`src/rtl/nfcrd_pkg.sv`:
```
package nfcrd_pkg;

  localparam logic [7:0] ID_RESET  = 8'hD5;
  localparam logic [7:0] SOF_BYTE  = 8'hFF;
  localparam logic [7:0] ZERO_BYTE = 8'h00;
  localparam logic [3:0] MIN_BUF   = 4'd8;
  localparam logic [7:0] MIN_LEN   = 8'd2;

  typedef enum logic [6:0] {
    PH_HUNT = 7'b0000001,
    PH_LEN  = 7'b0000010,
    PH_LCS  = 7'b0000100,
    PH_DATA = 7'b0001000,
    PH_DCS  = 7'b0010000,
    PH_POST = 7'b0100000,
    PH_DONE = 7'b1000000
  } phase_e;

  typedef enum logic [1:0] {
    ST_OK    = 2'd0,
    ST_SHORT = 2'd1,
    ST_FRAME = 2'd2
  } status_e;

  typedef enum logic {
    KIND_PAYLOAD = 1'b0,
    KIND_STATUS  = 1'b1
  } kind_e;

endpackage

```
`src/rtl/nfc_response_frame_deframer_unit.sv`:
```
// Response frame deframer: takes a receive buffer one byte per word on the
// input channel (byte_in_i, end_of_buffer_i marks the last byte), hunts for
// the 00 00 FF start sequence, checks length checksum, frame identifier,
// data checksum and postamble, and emits one output word per payload byte
// after the identifier plus one status word on the last byte of the buffer.
// The identifier is set through cfg_we_i / cfg_wdata_i (reset value D5).
// Both channels use valid/stall; a word moves when valid is high and stall
// is low.
// Data path: input register, then parse logic into the output register.
// Throughput: one byte per cycle while the receiver does not stall, set by
// the single-byte parse step.
// When the receiver stalls, the output word holds and the input register
// keeps accepting until it is full; in_stall_o then rises in the same cycle.
// Reset clears both stages and returns the parser to hunting for the start
// sequence with the identifier at its reset value. After every last byte
// the parser also returns to hunting; the identifier is left unchanged.
module nfc_response_frame_deframer_unit (
  input  logic       clk_i,
  input  logic       rst_ni,
  input  logic       cfg_we_i,
  input  logic [7:0] cfg_wdata_i,
  input  logic       in_valid_i,
  output logic       in_stall_o,
  input  logic [7:0] byte_in_i,
  input  logic       end_of_buffer_i,
  output logic       out_valid_o,
  input  logic       out_stall_i,
  output logic       result_kind_o,
  output logic [7:0] payload_byte_o,
  output logic [1:0] frame_status_o,
  output logic [7:0] payload_length_o,
  output logic       is_last_o
);

  logic [7:0] exp_id_q;

  // input register
  logic       v1_q;
  logic [7:0] byte_q;
  logic       last_q;

  // parser state
  nfcrd_pkg::phase_e  phase_q, phase_d;
  nfcrd_pkg::status_e held_q, held_d;
  logic [1:0] zrun_q, zrun_d;
  logic [7:0] flen_q, flen_d;
  logic [7:0] left_q, left_d;
  logic [7:0] sum_q, sum_d;
  logic [3:0] bcnt_q, bcnt_d;
  logic       idm_q, idm_d;

  // output register
  logic       out_valid_q;
  logic       kind_q;
  logic [7:0] pbyte_q;
  logic [1:0] stat_q;
  logic [7:0] plen_q;

  logic               adv;
  logic               emit_pay;
  logic [7:0]         sum_add;
  nfcrd_pkg::status_e fin_st;

  assign adv        = v1_q && !(out_valid_q && out_stall_i);
  assign in_stall_o = v1_q && !adv;
  assign sum_add    = sum_q + byte_q;

  always_comb begin
    phase_d  = phase_q;
    held_d   = held_q;
    zrun_d   = zrun_q;
    flen_d   = flen_q;
    left_d   = left_q;
    sum_d    = sum_q;
    idm_d    = idm_q;
    emit_pay = 1'b0;
    bcnt_d   = (bcnt_q < nfcrd_pkg::MIN_BUF) ? bcnt_q + 4'd1 : bcnt_q;
    unique case (phase_q)
      nfcrd_pkg::PH_HUNT: begin
        if (byte_q == nfcrd_pkg::ZERO_BYTE) begin
          if (zrun_q < 2'd2) zrun_d = zrun_q + 2'd1;
        end else begin
          if (byte_q == nfcrd_pkg::SOF_BYTE && zrun_q >= 2'd2) phase_d = nfcrd_pkg::PH_LEN;
          zrun_d = 2'd0;
        end
      end
      nfcrd_pkg::PH_LEN: begin
        flen_d  = byte_q;
        phase_d = nfcrd_pkg::PH_LCS;
      end
      nfcrd_pkg::PH_LCS: begin
        if ((flen_q + byte_q) != 8'd0 || flen_q < nfcrd_pkg::MIN_LEN) begin
          held_d  = nfcrd_pkg::ST_FRAME;
          phase_d = nfcrd_pkg::PH_DONE;
        end else begin
          left_d  = flen_q;
          sum_d   = 8'd0;
          phase_d = nfcrd_pkg::PH_DATA;
        end
      end
      nfcrd_pkg::PH_DATA: begin
        sum_d = sum_add;
        if (left_q == flen_q && byte_q != exp_id_q) begin
          // wrong identifier: decide at once, no count
          held_d  = nfcrd_pkg::ST_FRAME;
          phase_d = nfcrd_pkg::PH_DONE;
        end else begin
          if (left_q == flen_q) idm_d = 1'b1;
          else emit_pay = 1'b1;
          left_d = left_q - 8'd1;
          if (left_q == 8'd1) phase_d = nfcrd_pkg::PH_DCS;
        end
      end
      nfcrd_pkg::PH_DCS: begin
        sum_d = sum_add;
        if (sum_add != 8'd0) begin
          held_d  = nfcrd_pkg::ST_FRAME;
          phase_d = nfcrd_pkg::PH_DONE;
        end else begin
          phase_d = nfcrd_pkg::PH_POST;
        end
      end
      nfcrd_pkg::PH_POST: begin
        held_d  = (byte_q == nfcrd_pkg::ZERO_BYTE && idm_q) ?
                  nfcrd_pkg::ST_OK : nfcrd_pkg::ST_FRAME;
        phase_d = nfcrd_pkg::PH_DONE;
      end
      nfcrd_pkg::PH_DONE: begin
        // ignore bytes until the end marker
      end
      default: begin
        phase_d = nfcrd_pkg::PH_HUNT;
      end
    endcase
    fin_st = (bcnt_d < nfcrd_pkg::MIN_BUF) ? nfcrd_pkg::ST_SHORT : held_d;
  end

  always_ff @(posedge clk_i or negedge rst_ni) begin
    if (!rst_ni) begin
      exp_id_q <= nfcrd_pkg::ID_RESET;
    end else if (cfg_we_i) begin
      exp_id_q <= cfg_wdata_i;
    end
  end

  always_ff @(posedge clk_i or negedge rst_ni) begin
    if (!rst_ni) begin
      v1_q <= 1'b0;
    end else if (in_valid_i && !in_stall_o) begin
      v1_q <= 1'b1;
    end else if (adv) begin
      v1_q <= 1'b0;
    end
  end

  always_ff @(posedge clk_i) begin
    if (in_valid_i && !in_stall_o) begin
      byte_q <= byte_in_i;
      last_q <= end_of_buffer_i;
    end
  end

  always_ff @(posedge clk_i or negedge rst_ni) begin
    if (!rst_ni) begin
      phase_q <= nfcrd_pkg::PH_HUNT;
      held_q  <= nfcrd_pkg::ST_FRAME;
      zrun_q  <= 2'd0;
      flen_q  <= 8'd0;
      left_q  <= 8'd0;
      sum_q   <= 8'd0;
      bcnt_q  <= 4'd0;
      idm_q   <= 1'b0;
    end else if (adv) begin
      if (last_q) begin
        // end of buffer: back to hunting
        phase_q <= nfcrd_pkg::PH_HUNT;
        held_q  <= nfcrd_pkg::ST_FRAME;
        zrun_q  <= 2'd0;
        flen_q  <= 8'd0;
        left_q  <= 8'd0;
        sum_q   <= 8'd0;
        bcnt_q  <= 4'd0;
        idm_q   <= 1'b0;
      end else begin
        phase_q <= phase_d;
        held_q  <= held_d;
        zrun_q  <= zrun_d;
        flen_q  <= flen_d;
        left_q  <= left_d;
        sum_q   <= sum_d;
        bcnt_q  <= bcnt_d;
        idm_q   <= idm_d;
      end
    end
  end

  always_ff @(posedge clk_i or negedge rst_ni) begin
    if (!rst_ni) begin
      out_valid_q <= 1'b0;
    end else if (adv) begin
      out_valid_q <= last_q || emit_pay;
    end else if (!out_stall_i) begin
      out_valid_q <= 1'b0;
    end
  end

  always_ff @(posedge clk_i) begin
    if (adv) begin
      if (last_q) begin
        kind_q  <= nfcrd_pkg::KIND_STATUS;
        pbyte_q <= 8'd0;
        stat_q  <= fin_st;
        plen_q  <= (fin_st == nfcrd_pkg::ST_OK) ? flen_d - 8'd1 : 8'd0;
      end else begin
        kind_q  <= nfcrd_pkg::KIND_PAYLOAD;
        pbyte_q <= byte_q;
        stat_q  <= nfcrd_pkg::ST_OK;
        plen_q  <= 8'd0;
      end
    end
  end

  assign out_valid_o      = out_valid_q;
  assign result_kind_o    = kind_q;
  assign payload_byte_o   = pbyte_q;
  assign frame_status_o   = stat_q;
  assign payload_length_o = plen_q;
  assign is_last_o        = kind_q;

  a_phase_onehot: assert property (@(posedge clk_i) disable iff (!rst_ni)
    $onehot(phase_q))
    else $error("parser phase not one-hot");

  a_restart: assert property (@(posedge clk_i) disable iff (!rst_ni)
    (adv && last_q) |=> (phase_q == nfcrd_pkg::PH_HUNT && bcnt_q == 4'd0))
    else $error("parser did not restart after end of buffer");

  a_ok_len: assert property (@(posedge clk_i) disable iff (!rst_ni)
    (out_valid_o && result_kind_o == nfcrd_pkg::KIND_STATUS &&
     frame_status_o == nfcrd_pkg::ST_OK) |-> (payload_length_o != 8'd0))
    else $error("ok status with zero payload length");

  a_payload_fields: assert property (@(posedge clk_i) disable iff (!rst_ni)
    (out_valid_o && result_kind_o == nfcrd_pkg::KIND_PAYLOAD) |->
    (frame_status_o == nfcrd_pkg::ST_OK && payload_length_o == 8'd0 && !is_last_o))
    else $error("payload word carries status fields");

  a_no_stall_idle: assert property (@(posedge clk_i) disable iff (!rst_ni)
    (!out_valid_q || !out_stall_i) |-> !in_stall_o)
    else $error("input stalled while output side is free");

endmodule

```
`config.mk`:
```
export PLATFORM = sky130hd
export DESIGN_NAME = nfc_response_frame_deframer_unit
export DESIGN_NICKNAME = d
export VERILOG_FILES = /design/src/rtl/nfcrd_pkg.sv /design/src/rtl/nfc_response_frame_deframer_unit.sv
export SDC_FILE = /design/constraint.sdc
export NUM_CORES = 1
export LEC_CHECK = 0
export BUFFER_PORTS_ARGS = -buffer_cell sky130_fd_sc_hd__buf_2
export CAP_MARGIN = 20
export CORE_ASPECT_RATIO = 0.7
export CORE_MARGIN = 2
export CORE_UTILIZATION = 50
export CTS_CLUSTER_DIAMETER = 120
export DETAILED_ROUTE_END_ITERATION = 10
export PLACE_DENSITY_LB_ADDON = 0.2
export SYNTH_ARGS = -nofsm -noshare
export SYNTH_HDL_FRONTEND = slang
export SYNTH_SLANG_ARGS = --single-unit
```
`constraint.sdc`:
```
create_clock -name clk_i -period 5.5 [get_ports clk_i]
set_input_delay 0 -clock clk_i [delete_from_list [all_inputs] [get_ports clk_i]]
set_output_delay 0 -clock clk_i [all_outputs]
set_load 0.05 [all_outputs]
```
==> results.md <==
* DRC at 0
* Status: finished clean
* Die area at 10600 sq um
* Largest net degree at the start of global routing at 51
* Critical Path RT at 5570 ps
* Pwr Total at 1.89 mW
* Most used DFF post-synth: dfrtp_1
* Final GP Congestion at 0.916
* Setup TNS at 0 ps
* Later-pin clock latency in the skew report at 340 ps
* Simple-gate area share of the yosys netlist at 20.7%
* Worst slew pin tran at 953 ps
* Pwr Density at 333 nW/um^2
* Clk root buf: clkbuf_16
* Netlist Area Pre-Place at 4910 sq um
* Mux contribution to synthesized area at 4.95%
* Routed Antenna Nets at 0
* Crit share post-route at 67.7%
* Horiz. Die Dim at 122 um
* IR drop worst, VDD at 0.161 mV
* Critical path class: flip-flop to flip-flop
* Antenna violations before repair at 0
* CTS Buf Count at 9
* WL/cell at 18.0 um
* Slew Limit Fails at 0
* Worst EP arrival at 3790 ps
* Vias in the first global route at 3986
* Max_slew headroom at 36.4%
* Std cell rows at 30
* Most frequent cells in the layout: nand2_1 (47), dfrtp_1 (43), buf_2 (43)
* Critical path fanouts, max at 9
* TritonCTS clock tree: yes
* Max-Cap Viols at 0
* FF-to-FF Start: byte_q[0]
* Clock skew at 6.27 ps
* Leakage at 2.35 nW
* Post-synthesis register bit count at 78
* HP Class: input pin to flip-flop
* Largest family of logic cells by synthesized area: simple AND/OR/NAND/NOR gates
* Adder-cell area share of the yosys netlist at 5.66%
* Post-synth EDFFs at 28
* Hold Crit Depth at 2
* Yosys warnings at 0
* Pre-CTS setup slack at 1830 ps
* Capturing point of the worst reg2reg path: payload_length_o[3]
* Worst setup EP type: flip-flop
* Hpwl dp at 8.36 mm
* GRT overflow at 0
* Placed insts at 646
* First-pass GRT wire length at 20.2 mm
* Hold Buf Count CTS at 21
* Vias per Instance at 6.04
* Layout cell share with drive strength beyond 1 at 17.8%
* XOR/XNOR share of the synthesized area at 5.00%
* PortBufs at 43
* Die Y at 86.9 um
* Clock transition at the registers of the reported paths at 60 ps
* Hold path startpoint: cfg_we_i
* DRT Pass-1 Iters at 5
* Layout Nets at 593
* GR Util All Layers at 25.0%
* Ant. Diodes at 0
* Area delta synth->final at 15.8%
* Core area at 9610 sq um
* DRT iter0 DRCs at 383
* Sequential-to-total area share from yosys stat at 42.8%
* Routed WL at 12.3 mm
* Fmax at 269 MHz
* I/O pin count at 44
* Core Util, Final at 59.1%
* Synth Instances at 498
* Post-synthesis compound-gate area fraction at 16.7%
* Netlist cell types at 73
* Via count at 4125
* Setup bufs post-CTS at 0
* Min cycle time layout at 3720 ps
* Post-synth net total at 541
* Initial Util at 51.1%
* Unrepaired setup endpoints after global routing: false
* Worst hold endpoint: exp_id_q[5]
* Synth async-reset ratio at 64.1%
* Final hold viol count at 0
* Post_cts resized at 0
* Max Buffers Root-to-Sink at 2
* H-tree depth at 3
* Setup violations, final at 0
* R2r setup slk at 1780 ps
* Final worst slack at 1780 ps
* Reg2reg path depth at 9
* Syn avg cell area at 9.85 sq um
* Commonest non-fill, non-tap cell in the layout: nand2_1
* Clock sinks at 78
* Post-Layout Cell Count at 683
* Crit path launch type: flip-flop
worst max-delay path: stages, from the launching register on:
cell	delay, ps
edfxtp_1	540
ha_1	300
fa_1	420
or2_2	300
a211oi_1	220
nand4b_1	220
nor4b_4	510
or2_1	340
o31a_1	490
nor3_1	110
stage by stage:
stage | instance area [sq um] | hold slack (ps)
global route | 5680 | 74.8
detailed placement | 5180 | 168
CTS | 5680 | 52.7
floorplan | 4910 | -296
global placement | 5180 | 168
finish | 5680 | 52.2
per-layer routing:
layer	GRT usage (%)	share of wire [%]	up-vias
li1	-	-	1959
met1	34.5	46	1974
met2	38.1	45	169
met3	7.66	8.0	23
met4	7.11	1.5	0
met5	0	0	-
registers in the layout, summed over array words and instances (netlist names), 4 cells and up:
signal / flops
byte_q: 8
left_q: 8
exp_id_q: 8
flen_q: 8
payload_length_o: 8
bcnt_q: 4
sum_q: 8
payload_byte_o: 8
phase_q: 7
logic make-up (layout without fill, tap and decap cells):
group           after synthesis  after routing
compound gates              119            119
fa+ha+maj                    21             21
xor+xnor                     28             28
buf+inv                      45            102
flops                        78             78
mux                          23             23
simple gates                184            184
cell type report:
cell class                      instances  area, sq um
Clock inverter                          7         65.1
Multi-Input combinational cell        375         2600
Inverter                               16         60.1
Tap cell                              128          160
Fill cell                             858         3930
Sequential cell                        78         2100
Timing Repair Buffer                   70          470
Clock buffer                            9          225
synthesized netlist by cell type (all sizes together) (15+ instances only):
master | n | area [sq um]
nand3 | 16 | 85.1
ha | 19 | 238
o21ai | 32 | 164
a21oi | 23 | 115
nor3 | 20 | 105
inv | 15 | 56.3
edfxtp | 28 | 841
nor2 | 32 | 120
nand2 | 47 | 176
dfrtp | 43 | 1080
buf | 18 | 104
xor2 | 15 | 131
worst max-delay path by stage:
stage | from | end | slack, ps | cells after the start
6_report | byte_q[0] | payload_length_o[3] | 1780 | 9
5_1_grt | byte_q[0] | payload_length_o[3] | 1500 | 9
4_1_cts | byte_q[0] | payload_length_o[3] | 1810 | 9
3_5_place_dp | byte_q[0] | payload_length_o[3] | 1830 | 9
3_3_place_gp | byte_q[0] | payload_length_o[0] | 1940 | 9
2_1_floorplan | byte_q[0] | payload_length_o[0] | 2460 | 11
where the power goes:
group | internal, mW | leakage (nW) | switching (mW)
sequential | 0.666 | 0.930 | 0.0913
clock | 0.348 | 0.143 | 0.238
combinational | 0.222 | 1.28 | 0.327
total | 1.24 | 2.35 | 0.656
(Power assumes the default switching activity.)
